## src/design/dstbp_pkg.sv

```systemverilog
`timescale 1ns / 1ps

package dstbp_pkg;

	// Fixed field widths
	localparam int ID_W   = 8;
	localparam int LOW_W  = 9;
	localparam int FCNT_W = 9;
	localparam int TOT_W  = 32;
	localparam int FUNC_W = 2;

	// Function codes on the input stream
	localparam logic [FUNC_W-1:0] FUNC_GET      = 2'd0;
	localparam logic [FUNC_W-1:0] FUNC_FREE     = 2'd1;
	localparam logic [FUNC_W-1:0] FUNC_CQ_EMPTY = 2'd2;

	// Configuration register indexes
	localparam int CFG_ADDR_W = 1;
	localparam logic [CFG_ADDR_W-1:0] REG_LOW_WATER    = 1'b0;
	localparam logic [CFG_ADDR_W-1:0] REG_PORT_STARTED = 1'b1;

	// Register reset values
	localparam logic [LOW_W-1:0] LOW_WATER_RST    = 9'd16;
	localparam logic             PORT_STARTED_RST = 1'b1;

	// Per-item result flags from the control unit
	typedef struct packed {
		logic granted;
		logic no_buffer;
		logic tx_update;
		logic overflow;
		logic pop_one;
	} step_flags_t;

endpackage

```

## src/design/dstbp_ctrl.sv

```systemverilog
`timescale 1ns / 1ps

module dstbp_ctrl #(
	parameter int NUM_BUFFERS = 256
) (
	input  logic                              clk,
	input  logic                              arst_n,
	input  logic                              cfg_we,
	input  logic [dstbp_pkg::CFG_ADDR_W-1:0]  cfg_addr,
	input  logic [dstbp_pkg::LOW_W-1:0]       cfg_wdata,
	input  logic                              accept,
	input  logic [dstbp_pkg::FUNC_W-1:0]      func,
	input  logic                              from_failure,
	output dstbp_pkg::step_flags_t            flags,
	output logic                              pop_en,
	output logic                              pop_sel,
	output logic [$clog2(NUM_BUFFERS)-1:0]    pop_addr,
	output logic                              push_en,
	output logic                              push_sel,
	output logic [$clog2(NUM_BUFFERS)-1:0]    push_addr,
	output logic [dstbp_pkg::FCNT_W-1:0]      free_count,
	output logic [dstbp_pkg::TOT_W-1:0]       resched_total,
	output logic [dstbp_pkg::TOT_W-1:0]       nobuf_total
);

	import dstbp_pkg::*;

	localparam int AW = $clog2(NUM_BUFFERS);
	localparam int CW = $clog2(NUM_BUFFERS + 1);
	localparam int XW = (CW > LOW_W) ? CW : LOW_W;
	localparam logic [CW-1:0] NUM_C = CW'(NUM_BUFFERS);

	logic [LOW_W-1:0] low_water_q;
	logic             port_started_q;
	logic [CW-1:0]    cnt0_q, cnt1_q, free_total_q;
	logic             take_one_q, pend_q;
	logic [TOT_W-1:0] resched_q, nobuf_q;

	logic [CW-1:0]    cnt0_nxt, cnt1_nxt, free_total_nxt;
	logic             take_one_nxt, pend_nxt;
	logic [TOT_W-1:0] resched_nxt, nobuf_nxt;
	logic [CW-1:0]    tc, rc, rc_inc, tc_dec, rc_dec;
	logic [XW-1:0]    low_x, ft_x;

	// Configuration registers
	always_ff @(posedge clk or negedge arst_n) begin
		if (!arst_n) begin
			low_water_q    <= LOW_WATER_RST;
			port_started_q <= PORT_STARTED_RST;
		end else if (cfg_we) begin
			case (cfg_addr)
				REG_LOW_WATER:    low_water_q    <= cfg_wdata;
				REG_PORT_STARTED: port_started_q <= cfg_wdata[0];
				default: ;
			endcase
		end
	end

	assign tc     = take_one_q ? cnt1_q : cnt0_q;
	assign rc     = take_one_q ? cnt0_q : cnt1_q;
	assign rc_inc = rc + 1'b1;
	assign tc_dec = tc - 1'b1;
	assign rc_dec = rc - 1'b1;
	assign low_x  = XW'(low_water_q);
	assign ft_x   = XW'(free_total_q);

	// Step decision and next state
	always_comb begin
		flags          = '0;
		pop_sel        = 1'b0;
		pop_addr       = '0;
		push_sel       = ~take_one_q;
		push_addr      = rc[AW-1:0];
		cnt0_nxt       = cnt0_q;
		cnt1_nxt       = cnt1_q;
		free_total_nxt = free_total_q;
		take_one_nxt   = take_one_q;
		pend_nxt       = pend_q;
		resched_nxt    = resched_q;
		nobuf_nxt      = nobuf_q;
		push_en        = 1'b0;
		case (func)
			FUNC_GET: begin
				if (tc != '0) begin
					flags.granted = 1'b1;
					pop_sel       = take_one_q;
					pop_addr      = tc_dec[AW-1:0];
					if (take_one_q) cnt1_nxt = tc_dec;
					else            cnt0_nxt = tc_dec;
				end else if (rc != '0) begin
					flags.granted = 1'b1;
					pop_sel       = ~take_one_q;
					pop_addr      = rc_dec[AW-1:0];
					if (take_one_q) cnt0_nxt = rc_dec;
					else            cnt1_nxt = rc_dec;
				end else begin
					flags.no_buffer = 1'b1;
					nobuf_nxt       = nobuf_q + 1'b1;
					pend_nxt        = 1'b1;
				end
				if (flags.granted && free_total_q != '0) begin
					free_total_nxt = free_total_q - 1'b1;
				end
			end
			FUNC_FREE: begin
				if (port_started_q || from_failure) begin
					if (free_total_q >= NUM_C || rc >= NUM_C) begin
						flags.overflow = 1'b1;
					end else begin
						push_en        = 1'b1;
						free_total_nxt = free_total_q + 1'b1;
						if (take_one_q) cnt0_nxt = rc_inc;
						else            cnt1_nxt = rc_inc;
						// swap roles when the take side runs low
						if (XW'(tc) < low_x && tc < rc_inc) begin
							take_one_nxt = ~take_one_q;
						end
					end
					if (from_failure) pend_nxt = 1'b1;
				end
			end
			FUNC_CQ_EMPTY: begin
				if (pend_q && ft_x > low_x) begin
					pend_nxt        = 1'b0;
					flags.tx_update = 1'b1;
					resched_nxt     = resched_q + 1'b1;
				end
			end
			default: ;
		endcase
		flags.pop_one = pop_sel;
	end

	assign pop_en = accept && flags.granted;

	// Pool state, updated per accepted item
	always_ff @(posedge clk or negedge arst_n) begin
		if (!arst_n) begin
			cnt0_q       <= '0;
			cnt1_q       <= '0;
			free_total_q <= '0;
			take_one_q   <= 1'b0;
			pend_q       <= 1'b0;
			resched_q    <= '0;
			nobuf_q      <= '0;
		end else if (accept) begin
			cnt0_q       <= cnt0_nxt;
			cnt1_q       <= cnt1_nxt;
			free_total_q <= free_total_nxt;
			take_one_q   <= take_one_nxt;
			pend_q       <= pend_nxt;
			resched_q    <= resched_nxt;
			nobuf_q      <= nobuf_nxt;
		end
	end

	assign free_count    = ft_x[FCNT_W-1:0];
	assign resched_total = resched_q;
	assign nobuf_total   = nobuf_q;

`ifndef SYNTHESIS
	a_total_matches: assert property (@(posedge clk) disable iff (!arst_n)
		(CW+1)'(free_total_q) == (CW+1)'(cnt0_q) + (CW+1)'(cnt1_q))
		else $error("free total differs from stack fill levels");

	a_count_bound: assert property (@(posedge clk) disable iff (!arst_n)
		cnt0_q <= NUM_C && cnt1_q <= NUM_C)
		else $error("stack fill level above pool size");

	a_nobuf_pends: assert property (@(posedge clk) disable iff (!arst_n)
		accept && flags.no_buffer |=> pend_q)
		else $error("failed get did not mark reschedule");

	a_update_clears: assert property (@(posedge clk) disable iff (!arst_n)
		accept && flags.tx_update |=> !pend_q && resched_q == $past(resched_q) + 1'b1)
		else $error("transmit update did not clear pending reschedule");
`endif

endmodule

```

## config.mk

```make
export PLATFORM = sky130hd
export DESIGN_NAME = dstbp_ctrl
export DESIGN_NICKNAME = d
export VERILOG_FILES = /design/src/design/dstbp_pkg.sv /design/src/design/dstbp_ctrl.sv
export SDC_FILE = /design/constraint.sdc
export NUM_CORES = 1
export LEC_CHECK = 0
export BUFFER_PORTS_ARGS = -buffer_cell sky130_fd_sc_hd__buf_4
export CAP_MARGIN = 20
export CORE_MARGIN = 1
export CORE_UTILIZATION = 52
export CTS_CLUSTER_SIZE = 14
export DETAILED_ROUTE_END_ITERATION = 10
export GPL_TIMING_DRIVEN = 0
export HOLD_SLACK_MARGIN = 0.03
export PLACE_DENSITY = 0.85
export SYNTH_ARGS = -nofsm -noshare
export SYNTH_HDL_FRONTEND = slang
export SYNTH_SLANG_ARGS = --single-unit
```

## constraint.sdc

```tcl
create_clock -name clk -period 3.8 [get_ports clk]
set_clock_uncertainty 0.2 [all_clocks]
set_input_delay 0.19 -clock clk [delete_from_list [all_inputs] [get_ports clk]]
set_output_delay 0.19 -clock clk [all_outputs]
set_load 0.05 [all_outputs]
```

# Yosys cells after proc, flatten, opt, wreduce, memory -nomap -nowiden
# Cells that the tools add are included.
# classes
n_eq_ne	16
muxes	48
addsub	7
reduce_logical	21
n_lt_le_gt_ge	5
n_bitwise	5
# op_table
operator	n
2-to-1 mux 9 bit	19
adder 32 x 1 -> 32 bit, second input constant	2
case mux 9 bit (2 select lines)	3
nonzero test 9 bit	3
subtractor 9 x 1 -> 9 bit, second input constant	3
2-to-1 mux 8 bit	3
2-to-1 mux 1 bit	21
adder 9 x 1 -> 9 bit, second input constant	2
>= comparator 9 bit, second input constant	2
less-than comparator 9 bit	2
inequality test 2 bit, second input constant	9
AND reduction 8 bit	2
inequality test 3 bit, second input constant	5
AND reduction 5 bit	2
greater-than comparator 9 bit	1
AND reduction 7 bit	1
NOT 1 bit	5
logical AND 1 bit	4
AND reduction 2 bit	2
AND reduction 4 bit	1
case mux 1 bit (3 select lines)	1
AND reduction 3 bit	1
nonzero test 3 bit	1
equality test 2 x 1 -> 1 bit, second input constant	1
other kinds (5)	6
# word_totals
ff_bits	103
inputBits	17
out_inout_bits	98
wordCells	111

# Logic depth before layout (Yosys ltp)
# Gate-level depths: netlist (run 1).
# logic_depth
word_depth	8
depth_mapped	19
depth_no_buf	15

# Worst setup path after synthesis (run 1)
# Ideal clock, no wire load.
# synth_timing
kind	flip-flop to flip-flop
start	reg take_one_q
end	reg take_one_q
n_path_buf	4
setup_ns	0.138
arrival_time_ns	4.091
synth_period_minus_slack_ns	4.429
required_time_ns	3.462
path_stages_with_launch	19
path_slack_ns	-0.629
cell_sequence	dfrtp_1 -> buf_2 -> clkbuf_1 -> clkbuf_1 -> buf_1 -> mux2i_1 -> inv_1 -> ha_1 -> inv_1 -> a2111o_1 -> nor2_1 -> xnor2_1 -> inv_1 -> ha_1 -> and4_1 -> a211oi_1 -> and4_1 -> nand3_1 -> xnor2_1
# synth_between
elab_chain_cells	5
elab_cells_between_ends	11
cone_classes	add/sub (1); order compare (3); mux (2); bitwise (2); reduce/logical (3)
# synth_rtl
element	line_no	rtl
start: declaration	dstbp_ctrl.sv:36	logic take_one_q, pend_q;
start signal: assignment	dstbp_ctrl.sv:150	take_one_q <= take_one_nxt;
2-to-1 mux 9 bit *	dstbp_ctrl.sv:60	assign rc = take_one_q ? cnt0_q : cnt1_q;
via push_addr[0]	dstbp_ctrl.sv:20	output logic [$clog2(NUM_BUFFERS)-1:0] push_addr,
adder 9 x 1 -> 9 bit or >= comparator 9 bit (tied branches)	dstbp_ctrl.sv:61, dstbp_ctrl.sv:107	
less-than comparator 9 bit or logical OR 1 bit (tied branches)	dstbp_ctrl.sv:115, dstbp_ctrl.sv:107	
logical AND 1 bit or NOT 1 bit (tied branches)	-	
AND reduction 5 bit (no line) *	-	
# The timed path passes the listed nets; every way through them passes the cells marked *.
# A chain may end at the register's enable or synchronous reset.

# Worst setup path after layout (run 1)
# layout_timing
start	reg take_one_q
end	reg take_one_q
# layout_between
elab_chain_cells	5
elab_cells_between_ends	11
cone_classes	add/sub (1); order compare (3); mux (2); bitwise (2); reduce/logical (3)
# layout_rtl
element	line_no
2-to-1 mux 9 bit	dstbp_ctrl.sv:60
adder 9 x 1 -> 9 bit or >= comparator 9 bit (tied branches)	dstbp_ctrl.sv:61, dstbp_ctrl.sv:107
less-than comparator 9 bit or logical OR 1 bit (tied branches)	dstbp_ctrl.sv:115, dstbp_ctrl.sv:107
logical AND 1 bit or NOT 1 bit (tied branches)	-
AND reduction 5 bit (no line)	-
# Several ways; a longest one is shown, not always the timed one.

==> results.md, run 1 <==
- Status: complete, no violations
- VDD IR-drop max: 806 uV
- Core area: 12200 um^2
- Fin util: 68.4%
- Pleak: 3.97 nW
- Crit start category: register
- Post-synth EDFFs: 0
- Average wire per standard cell: 16.8 um
- Clock sinks: 103
- Die Area: 13100 um^2
- Required time worst endpoint: 3.84 ns
- Max Fclk: 273 MHz
- Fraction of registers with async set/reset: 100%
- CTS Buffer Depth: 2
- # IOs: 115
- Synth Area in Compound Gates: 10.4%
- Fillers: 935
- Post-synthesis register bit count: 103
- Crit path arrival time: 3.71 ns
- Syn_nets: 736
- Sum of negative setup slack: 0 ns
- Share of the synthesized area in the top cell type: 38.4%
- CP endpoint: take_one_q$_DFFE_PN0P_
- Hold Path Class: input pin to register
- Starting Density: 54.1%
- Slowest Stage Delay on Critical Path: 0.38 ns
- CTS tree: yes
- Fin nets: 887
- Total GRT Usage: 26.5%
- Worst slew pin tran: 0.704 ns
- Layout area overhead: 26.4%
- Crit Path Class: register to register
- Synthesis Warnings: 0
- CTS H-tree depth: 3
- Slew Viols, Final: 0
- CTS buffer count: 9
- R2R Path Start: take_one_q$_DFFE_PN0P_
- Vias in the first global route: 5422
- Syn Std Cell Area: 6580 um^2
- FF/Latch Area: 2580 um^2
- Simple-Gate Fraction of Synth Area: 18.9%
- CP Max Fanout: 19
- Worst hold slack: 0.0758 ns
- Pin count of the biggest net entering global routing: 64
- Worst Slack Setup Final: 0.134 ns
- Reg-to-Reg End: take_one_q$_DFFE_PN0P_
- Antenna cells: 0
- Hold_sp: from_failure
- Part of the cycle the worst path needs: 96.5%
- DRC: 0
- Kind of end point of the critical path: register
- Total iterations of the first detailed-routing run: 5
- Critical-path top delay cell: a2111o_1
- GRT overflow: 0
- Post-Synth XOR/XNOR Area: 12.0%
- Final Hold Vio Count: 0
- Layout cells sized above 1: 24.3%
- Gate Count Post-Synth: 679
- DRT iter0 DRCs: 472
- Mux share of post-synthesis cell area: 7.97%
- Seq/Total Area, Yosys: 39.2%
- Die height: 114 um
- Syn Area/Cell: 9.69 um^2
- Gp weighted congestion: 0.921
- Largest family of logic cells by synthesized area: simple AND/OR/NAND/NOR gates
- Power Dens Cells: 756 nW/um^2
- Slew HR: 52.8%
- Final ANT Viol Nets: 0
- Via density: 5.77
- Root Buffer: clkbuf_16
- Adder-Cell Fraction of Synth Area: 7.72%
- HPWL after detailed placement: 12300 um
- RSZ-0062 raised after global routing: no
- Port Buffers: 113
- DR vias: 5784
- R2R depth: 17
- Die X-Extent: 114 um
- Most area-consuming cells after synthesis: dfrtp_1, xnor2_1, ha_1, mux2_2, xor2_1
- Clk pin slew, worst setup/hold paths: 0.08 ns
- First-pass GRT wire length: 27000 um
- Crit path launch: take_one_q$_DFFE_PN0P_
- Synth cell types: 64
- Synth cell count leaders: dfrtp_1, xnor2_1, nand2_1, ha_1, nor2_1
- Top-count cell post-synth: dfrtp_1
- Worst path cell trace: buf_2, buf_8, buf_6, mux2i_4, inv_2, ha_1, inv_1, a2111o_1, nor2_4, xnor2_2, inv_1, ha_1, and4_1, a211oi_1, and4_1, nand3_1, xnor2_1
- Synth Flop Type: dfrtp_1
- Clk Latency, worst-skew pair: 0.35 ns
- Setup Viol. Count Final: 0
- Final wirelength: 16900 um
- DP Worst Slack: -0.680 ns
- Row count: 40
- Multi-input combinational cell area: 3840 um^2
- Initial antenna violation count: 0
- Worst reg-to-reg setup slack: 0.13 ns
- Max-Cap Viols: 0
- Final min period: 3.67 ns
- Synth area leader: dfrtp_1
[worst min-delay path by stage]
stage,to,slack (ns),depth (start not counted)
detailed placement,free_count[6]$_DFFE_PN0P_,0.02,1
floorplan,cnt0_q[0]$_DFFE_PN0P_,-0.31,0
global placement,low_water_q[3]$_DFFE_PN0P_,0.20,3
CTS,pend_q$_DFFE_PN0P_,0.07,4
finish,pend_q$_DFFE_PN0P_,0.08,4
global route,pend_q$_DFFE_PN0P_,0.11,4
[cell type report]
class,instances,share of cell area [%]
Buffer,26,1.56
Multi-Input combinational cell,511,46.2
Clock inverter,7,0.857
Sequential cell,103,31.0
Inverter,37,1.67
Timing Repair Buffer,142,13.5
Clock buffer,9,2.71
Tap cell,168,2.53
[kinds of logic after synthesis]
| kind of cell | after synthesis |
|---|---|
| fa+ha+maj | 40 |
| buf+inv | 65 |
| mux | 49 |
| compound gates | 100 |
| flops | 103 |
| simple gates | 232 |
| xor+xnor | 90 |
[sequential cells by signal, summed over array words and instances, names as in the netlist]
name and count:
cnt0_q 9, cnt1_q 9, free_count 9, low_water_q 9
nobuf_total 32, pend_q 1, port_started_q 1, resched_total 32
take_one_q 1
[metal layers]
| layer | vias up | GRT usage [%] | routed length, um |
|---|---|---|---|
| li1 | 2727 | - | - |
| met1 | 2781 | 35.4 | 7380 |
| met2 | 236 | 42.3 | 7820 |
| met3 | 40 | 5.82 | 1230 |
| met4 | 0 | 9.70 | 431 |
| met5 | - | 0 | 0 |
[power breakdown]
part	internal, W	total (W)	switching [W]	leakage (nW)
clock	0.000465	0.000931	0.000466	0.146
combinational	0.00154	0.00381	0.00227	2.48
sequential	0.00128	0.00155	0.000272	1.35
[placed cells by master, fill, tap and decap left out, types with 18 or more instances in the layout]
master    count
nor3_1       27
inv_1        35
mux2i_1      18
buf_4       130
clkbuf_1     19
nand3_1      33
o21ai_0      26
xnor2_1      58
xor2_1       30
nand2_1      43
a21oi_1      20
nor2_1       36
ha_1         39
dfrtp_1     101
mux2_2       26
[critical path, delay by kind of cell, from the launching register on]
| kind | cells | cell delay, ns |
|---|---|---|
| AO/OA/AOI/OAI | 2 | 0.61 |
| XOR/XNOR | 2 | 0.28 |
| adder cells (fa/ha/maj) | 2 | 0.43 |
| buffers and inverters | 6 | 0.77 |
| flip-flops | 1 | 0.36 |
| multiplexers | 1 | 0.21 |
| AND/OR/NAND/NOR | 4 | 0.69 |
[timing repair]
item                                    4_1_cts  5_1_grt
setup buffers                                14        0
hold endpoints to repair                     52        0
gates resized for setup                      16        6
endpoints found under the setup margin       74        3
hold buffers                                 13        0
pin swaps                                     3        1
[through the flow]
stage	area (um^2)	total power, W	std cells
floorplan	6600	0.00412	679
global placement	7660	0.00493	960
detailed placement	7680	0.00501	961
CTS	8280	0.00620	1002
global route	8320	0.00667	1003
finish	8320	0.00629	1003
Power figures use the tool's default switching activity.
==> run 2, diff against run 1 <==
--- a/config.mk
+++ b/config.mk
@@ -14,6 +14,7 @@
 export GPL_TIMING_DRIVEN = 0
 export HOLD_SLACK_MARGIN = 0.03
 export PLACE_DENSITY = 0.85
+export RECOVER_POWER = 25
 export SYNTH_ARGS = -nofsm -noshare
 export SYNTH_HDL_FRONTEND = slang
 export SYNTH_SLANG_ARGS = --single-unit
==> results.md, run 2 (same netlist as run 1, synthesis figures left out) <==
- Final Hold Vio Count: 0 (unchanged)
- Sequential power share: 24.7% (about the same)
- Worst reg-to-reg setup slack: 0.14 ns (about the same)
- Vias in the first global route: 5422 (unchanged)
- CP Max Fanout: 19 (unchanged)
- VDD IR-drop max: 802 uV (-0.41%)
- Layout area overhead: 24.9%
- Post-Layout Cell Count: 1003 (unchanged)
- Port Buffers: 113 (unchanged)
- Crit start category: register
- DRC: 0 (unchanged)
- Logic pwr share: 60.5% (about the same)
- HPWL after detailed placement: 12300 um (unchanged)
- DP Worst Slack: -0.680 ns (unchanged)
- Final wirelength: 16800 um (-0.23%)
- Total GRT Usage: 26.5% (unchanged)
- R2R Path Start: take_one_q$_DFFE_PN0P_
- Crit path arrival time: 3.71 ns (about the same)
- Worst hold slack: 0.0756 ns (-0.000211 ns)
- Worst Hold Path Cells: 4 (unchanged)
- Final min period: 3.66 ns (-0.00241 ns)
- First-pass GRT wire length: 27000 um (unchanged)
- Hold Path End: pend_q$_DFFE_PN0P_
- Clk pin slew, worst setup/hold paths: 0.08 ns (about the same)
- Clk Latency, worst-skew pair: 0.35 ns (about the same)
- R2R depth: 17 (unchanged)
- Clock Power Share: 14.8% (about the same)
- Max-Cap Viols: 1 (+1)
- Worst Slack Setup Final: 0.136 ns (+0.00241 ns)
- Failing checks: max-capacitance violations, max-slew violations
- Pleak: 3.87 nW (-2.4%)
- Hold_sp: from_failure
- Reg-to-Reg End: take_one_q$_DFFE_PN0P_
- Part of the cycle the worst path needs: 96.4% (about the same)
- Die X-Extent: 114 um (unchanged)
- CTS H-tree depth: 3 (unchanged)
- Total iterations of the first detailed-routing run: 5 (unchanged)
- Most frequent cells in the layout: buf_4, dfrtp_1, xnor2_1, nand2_1, clkbuf_1
- Switch share: 47.8% (about the same)
- Gp weighted congestion: 0.921 (unchanged)
- Initial antenna violation count: 0 (unchanged)
- Worst slew pin tran: 2.16 ns (+1.45 ns)
- Placed insts: 961 (unchanged)
- Fin nets: 887 (unchanged)
- DR vias: 5793 (+0.16%)
- FF/Latch Area: 2580 um^2 (unchanged)
- # IOs: 115 (unchanged)
- P_sw: 0.00300 W (-0.23%)
- Crit Path Class: register to register
- Sum of negative setup slack: 0 ns (unchanged)
- Root Buffer: clkbuf_16
- Core area: 12200 um^2 (unchanged)
- Via density: 5.78 (+0.16%)
- Die height: 114 um (unchanged)
- Power Dens Cells: 764 nW/um^2 (+1.0%)
- Layout cells sized above 1: 21.8% (-2.5 points)
- Fin util: 67.6% (-0.81 points)
- Pint: 0.00328 W (about the same)
- Hold Path Class: input pin to register
- Critical-path top delay cell: a2111o_1
- Final ANT Viol Nets: 0 (unchanged)
- Average wire per standard cell: 16.8 um (-0.23%)
- CTS tree: yes
- Multi-input combinational cell area: 3840 um^2 (unchanged)
- Max Fclk: 273 MHz (about the same)
- Fillers: 962 (+2.9%)
- Most common cell after layout, fill and taps aside: buf_4
- Slowest Stage Delay on Critical Path: 0.38 ns (about the same)
- Required time worst endpoint: 3.84 ns (about the same)
- Kind of end point of the critical path: register
- CTS Buffer Depth: 2 (unchanged)
- Row count: 40 (unchanged)
- GRT overflow: 0 (unchanged)
- Setup Viol. Count Final: 0 (unchanged)
- Status: finished, violations left
- Clock sinks: 103 (unchanged)
- DRT iter0 DRCs: 455 (-3.6%)
- Die Area: 13100 um^2 (unchanged)
- Antenna cells: 0 (unchanged)
- Pin count of the biggest net entering global routing: 64 (unchanged)
- Slew HR: -43.8% (-97 points)
- CTS buffer count: 9 (unchanged)
- RSZ-0062 raised after global routing: no
- Slew Viols, Final: 42 (+42)
- Starting Density: 54.1% (unchanged)
- Worst path cell trace: buf_2, buf_8, buf_6, mux2i_4, inv_2, ha_1, inv_1, a2111o_1, nor2_4, xnor2_2, inv_1, ha_1, and4_1, a211oi_1, and4_1, nand3_1, xnor2_1
## run 2: cell count changes in the layout (fill, tap and decap cells not counted)
cell / change
buf_4: -21
clkbuf_1: +21
buf_16: -1
clkbuf_4: +1
## run 2: power by group through the flow
| stage | Sequential, W | Clock, W | Combinational [W] |
|---|---|---|---|
| 6_report | 0.00155 | 0.000929 | 0.00380 |
| 5_1_grt | 0.00158 | 0.000978 | 0.00411 |
| 4_1_cts | 0.00154 | 0.000943 | 0.00372 |
| 3_5_place_dp | 0.00155 | 0 | 0.00346 |
| 3_3_place_gp | 0.00154 | 0 | 0.00339 |
| 2_1_floorplan | 0.00170 | 0 | 0.00242 |
## run 2: layout make-up
class,instances,area share (%)
plain buffers,26,1.58
repair buffers,142,12.5
clock buffers,9,2.74
clock inverters,7,0.868
flip-flops and latches,103,31.4
multi-input cells,511,46.7
well taps,168,2.56
inverters,37,1.69
## run 2: worst max path at each step
stage,start,end,slack (ns),cells after the start
after floorplan,take_one_q$_DFFE_PN0P_,take_one_q$_DFFE_PN0P_,0.001,18
after global placement,take_one_q$_DFFE_PN0P_,cnt1_q[3]$_DFFE_PN0P_,-0.67,11
after detailed placement,take_one_q$_DFFE_PN0P_,cnt1_q[4]$_DFFE_PN0P_,-0.68,11
after CTS,take_one_q$_DFFE_PN0P_,take_one_q$_DFFE_PN0P_,0.1,17
after global routing,take_one_q$_DFFE_PN0P_,take_one_q$_DFFE_PN0P_,0.009,17
final,take_one_q$_DFFE_PN0P_,take_one_q$_DFFE_PN0P_,0.14,17
## run 2: per-layer routing
| metal | GRT usage (%) | share of wire [%] | vias up |
|---|---|---|---|
| li1 | - | - | 2728 |
| met1 | 35.4 | 43 | 2785 |
| met2 | 42.3 | 46 | 242 |
| met3 | 5.82 | 8.0 | 38 |
| met4 | 9.70 | 2.5 | 0 |
| met5 | 0 | 0 | - |
## run 2: per-stage QoR
step | instance area [um^2] | total power (W)
floorplan | 6600 | 0.00412
global route | 8220 | 0.00667
global placement | 7660 | 0.00493
detailed placement | 7680 | 0.00501
finish | 8220 | 0.00628
CTS | 8280 | 0.00620
## run 2: critical path, delay by kind of cell (launching register included)
kind / cells / cell delay, ns
xor+xnor: 2 / 0.28
flops: 1 / 0.36
buf+inv: 6 / 0.77
simple gates: 4 / 0.69
compound gates: 2 / 0.61
fa+ha+maj: 2 / 0.43
mux: 1 / 0.21
## run 2: what timing repair did
action	CTS	global route
hold endpoints to repair	52	0
hold buffers	13	0
endpoints found under the setup margin	74	3
pin swaps	3	1
gates resized for setup	16	6
setup buffers	14	0
==> run 3, diff against run 2 <==
--- a/config.mk
+++ b/config.mk
@@ -8,12 +8,12 @@
 export BUFFER_PORTS_ARGS = -buffer_cell sky130_fd_sc_hd__buf_4
 export CAP_MARGIN = 20
 export CORE_MARGIN = 1
-export CORE_UTILIZATION = 52
+export CORE_UTILIZATION = 53
+export CTS_BUF_LIST = sky130_fd_sc_hd__clkbuf_2
 export CTS_CLUSTER_SIZE = 14
 export DETAILED_ROUTE_END_ITERATION = 10
-export GPL_TIMING_DRIVEN = 0
 export HOLD_SLACK_MARGIN = 0.03
-export PLACE_DENSITY = 0.85
+export PLACE_DENSITY = 0.86
 export RECOVER_POWER = 25
 export SYNTH_ARGS = -nofsm -noshare
 export SYNTH_HDL_FRONTEND = slang
==> results.md, run 3 (same netlist as run 1, synthesis figures left out) <==
- Most frequent cells in the layout: buf_4, dfrtp_1, xnor2_1, nand2_1, ha_1
- Crit start category: register
- WP buf/inv: 3 (-3)
- Part of the cycle the worst path needs: 97.8% (+1.4 points)
- Slowest Stage Delay on Critical Path: 0.51 ns (+0.13 ns)
- Die Area: 12900 um^2 (-1.9%)
- Final Hold Vio Count: 0 (unchanged)
- Critical-path top delay cell: dfrtp_2
- DRC: 0 (unchanged)
- Layout cells sized above 1: 23.4% (+1.6 points)
- Worst path cell trace: buf_4, or3_1, a222oi_1, buf_4, o211a_2, nand2_1, a21oi_1, buf_4
- Core area: 12100 um^2 (-0.82%)
- DR vias: 5949 (+2.7%)
- Fin nets: 886 (-0.11%)
- GRT overflow: 0 (unchanged)
- Root Buffer: clkbuf_2
- Worst reg-to-reg setup slack: 0.18 ns (+0.04 ns)
- Crit path arrival time: 3.33 ns (-0.38 ns)
- Worst Slack Setup Final: 0.0839 ns (-0.0523 ns)
- Slew HR: 1.13% (+45 points)
- Clk Latency, worst-skew pair: 0.63 ns (+0.28 ns)
- Starting Density: 54.6% (+0.45 points)
- Port Buffers: 114 (+0.88%)
- CTS H-tree depth: 3 (unchanged)
- Pin count of the biggest net entering global routing: 83 (+30%)
- Average wire per standard cell: 18.5 um (+10%)
- Most common cell after layout, fill and taps aside: buf_4
- Placed insts: 948 (-1.4%)
- DRT iter0 DRCs: 524 (+15%)
- Layout area overhead: 24.2%
- CP Max Fanout: 28 (+9)
- Clock sinks: 103 (unchanged)
- VDD IR-drop max: 759 uV (-5.3%)
- Crit Path Class: register to output port
- Total GRT Usage: 29.7% (+3.2 points)
- First-pass GRT wire length: 29500 um (+9.3%)
- CTS Buffer Depth: 2 (unchanged)
- Hold Path Class: input pin to register
- Die X-Extent: 113 um (-0.93%)
- Vias in the first global route: 5894 (+8.7%)
- Final min period: 3.72 ns (+0.0523 ns)
- Initial antenna violation count: 0 (unchanged)
- Total iterations of the first detailed-routing run: 5 (unchanged)
- CP delay by family, top: compound AO/OA/AOI/OAI gates
- CP most frequent cell: buf_4
- CTS tree: yes
- Antenna cells: 0 (unchanged)
- CTS buffer count: 9 (unchanged)
- Required time worst endpoint: 3.41 ns (-0.43 ns)
- Via density: 5.94 (+2.8%)
- Gp weighted congestion: 0.995 (+8.0%)
- Kind of end point of the critical path: output port
- Final wirelength: 18500 um (+10%)
- Row count: 40 (unchanged)
- Power Dens Cells: 711 nW/um^2 (-7.0%)
- RSZ-0062 raised after global routing: yes
- Post-Layout Cell Count: 1002 (-0.10%)
- DP Worst Slack: 0.441 ns (+1.12 ns)
- Die height: 113 um (-0.93%)
- Max Fclk: 269 MHz (-1.4%)
- HPWL after detailed placement: 13200 um (+7.7%)
- Status: complete, no violations
- Max-Cap Viols: 0 (-1)
- Pleak: 3.90 nW (+0.72%)
- Worst slew pin tran: 1.48 ns (-0.674 ns)
- # IOs: 115 (unchanged)
- Slew Viols, Final: 0 (-100%)
- Setup Viol. Count Final: 0 (unchanged)
- Final Total Pwr: 0.00581 W (-7.5%)
- Final ANT Viol Nets: 0 (unchanged)
- Clk pin slew, worst setup/hold paths: 0.26 ns (+0.18 ns)
-- run 3: area by class of cell --
cell class	instances	area, um^2
Clock buffer	11	55.1
Timing Repair Buffer	167	1340
Clock inverter	5	81.3
Inverter	37	139
Fill cell	904	3890
Tap cell	168	210
Sequential cell	103	2580
Multi-Input combinational cell	511	3770
-- run 3: worst reg2reg max path, stage by stage (launching register included) --
cell and delay (ns):
dfrtp_2 0.51, buf_4 0.24, or3_1 0.42, a222oi_1 0.41, nand2_1 0.27, nor3_1 0.46
nand3_1 0.16, dlygate4sd3_1 0.63, mux2_2 0.28
-- run 3: worst paths after layout --
path / start / to / cells past startpoint
max in group asynchronous: arst_n / take_one_q$_DFFE_PN0P_ / 4
min in group asynchronous: arst_n / nobuf_total[8]$_DFFE_PN0P_ / 3
setup reg to reg: take_one_q$_DFFE_PN0P_ / nobuf_total[1]$_DFFE_PN0P_ / 8
hold / removal: from_failure / take_one_q$_DFFE_PN0P_ / 6
setup / recovery: take_one_q$_DFFE_PN0P_ / pop_addr[1] / 8
hold reg to reg: resched_total[31]$_DFFE_PN0P_ / resched_total[31]$_DFFE_PN0P_ / 1
-- run 3: metrics by stage --
stage	TNS (ns)	hold WS, ns	util, %	area [um^2]
2_1_floorplan	0	-0.306	-	6600
3_3_place_gp	0	0.210	63.5	7650
3_5_place_dp	0	0.221	63.5	7650
4_1_cts	0	0.0621	67.5	8140
5_1_grt	-0.122	0.145	67.8	8180
6_report	0	0.152	67.8	8180
-- run 3: layer usage --
metal,track usage [%],wire length (um),share of wire (%)
met1,36.1,7540,41
met2,51.4,9210,50
met3,5.58,1200,6.5
met4,13.2,590,3.2
met5,0,0,0
-- run 3: what timing repair did --
action | 4_1_cts | 5_1_grt
resized for setup | 5 | 1
pin swaps | 1 | 0
hold buffers | 34 | 1
setup endpoints to repair | 6 | 8
setup buffers | 0 | 2
endpoints found under the hold margin | 130 | 26
-- run 3: power breakdown --
group	internal, W	switching, W	total (W)	leakage, nW
combinational	0.00141	0.00218	0.00359	2.47
sequential	0.00128	0.000343	0.00162	1.34
clock	0.000224	0.000375	0.000599	0.0825
total	0.00291	0.00290	0.00581	3.90
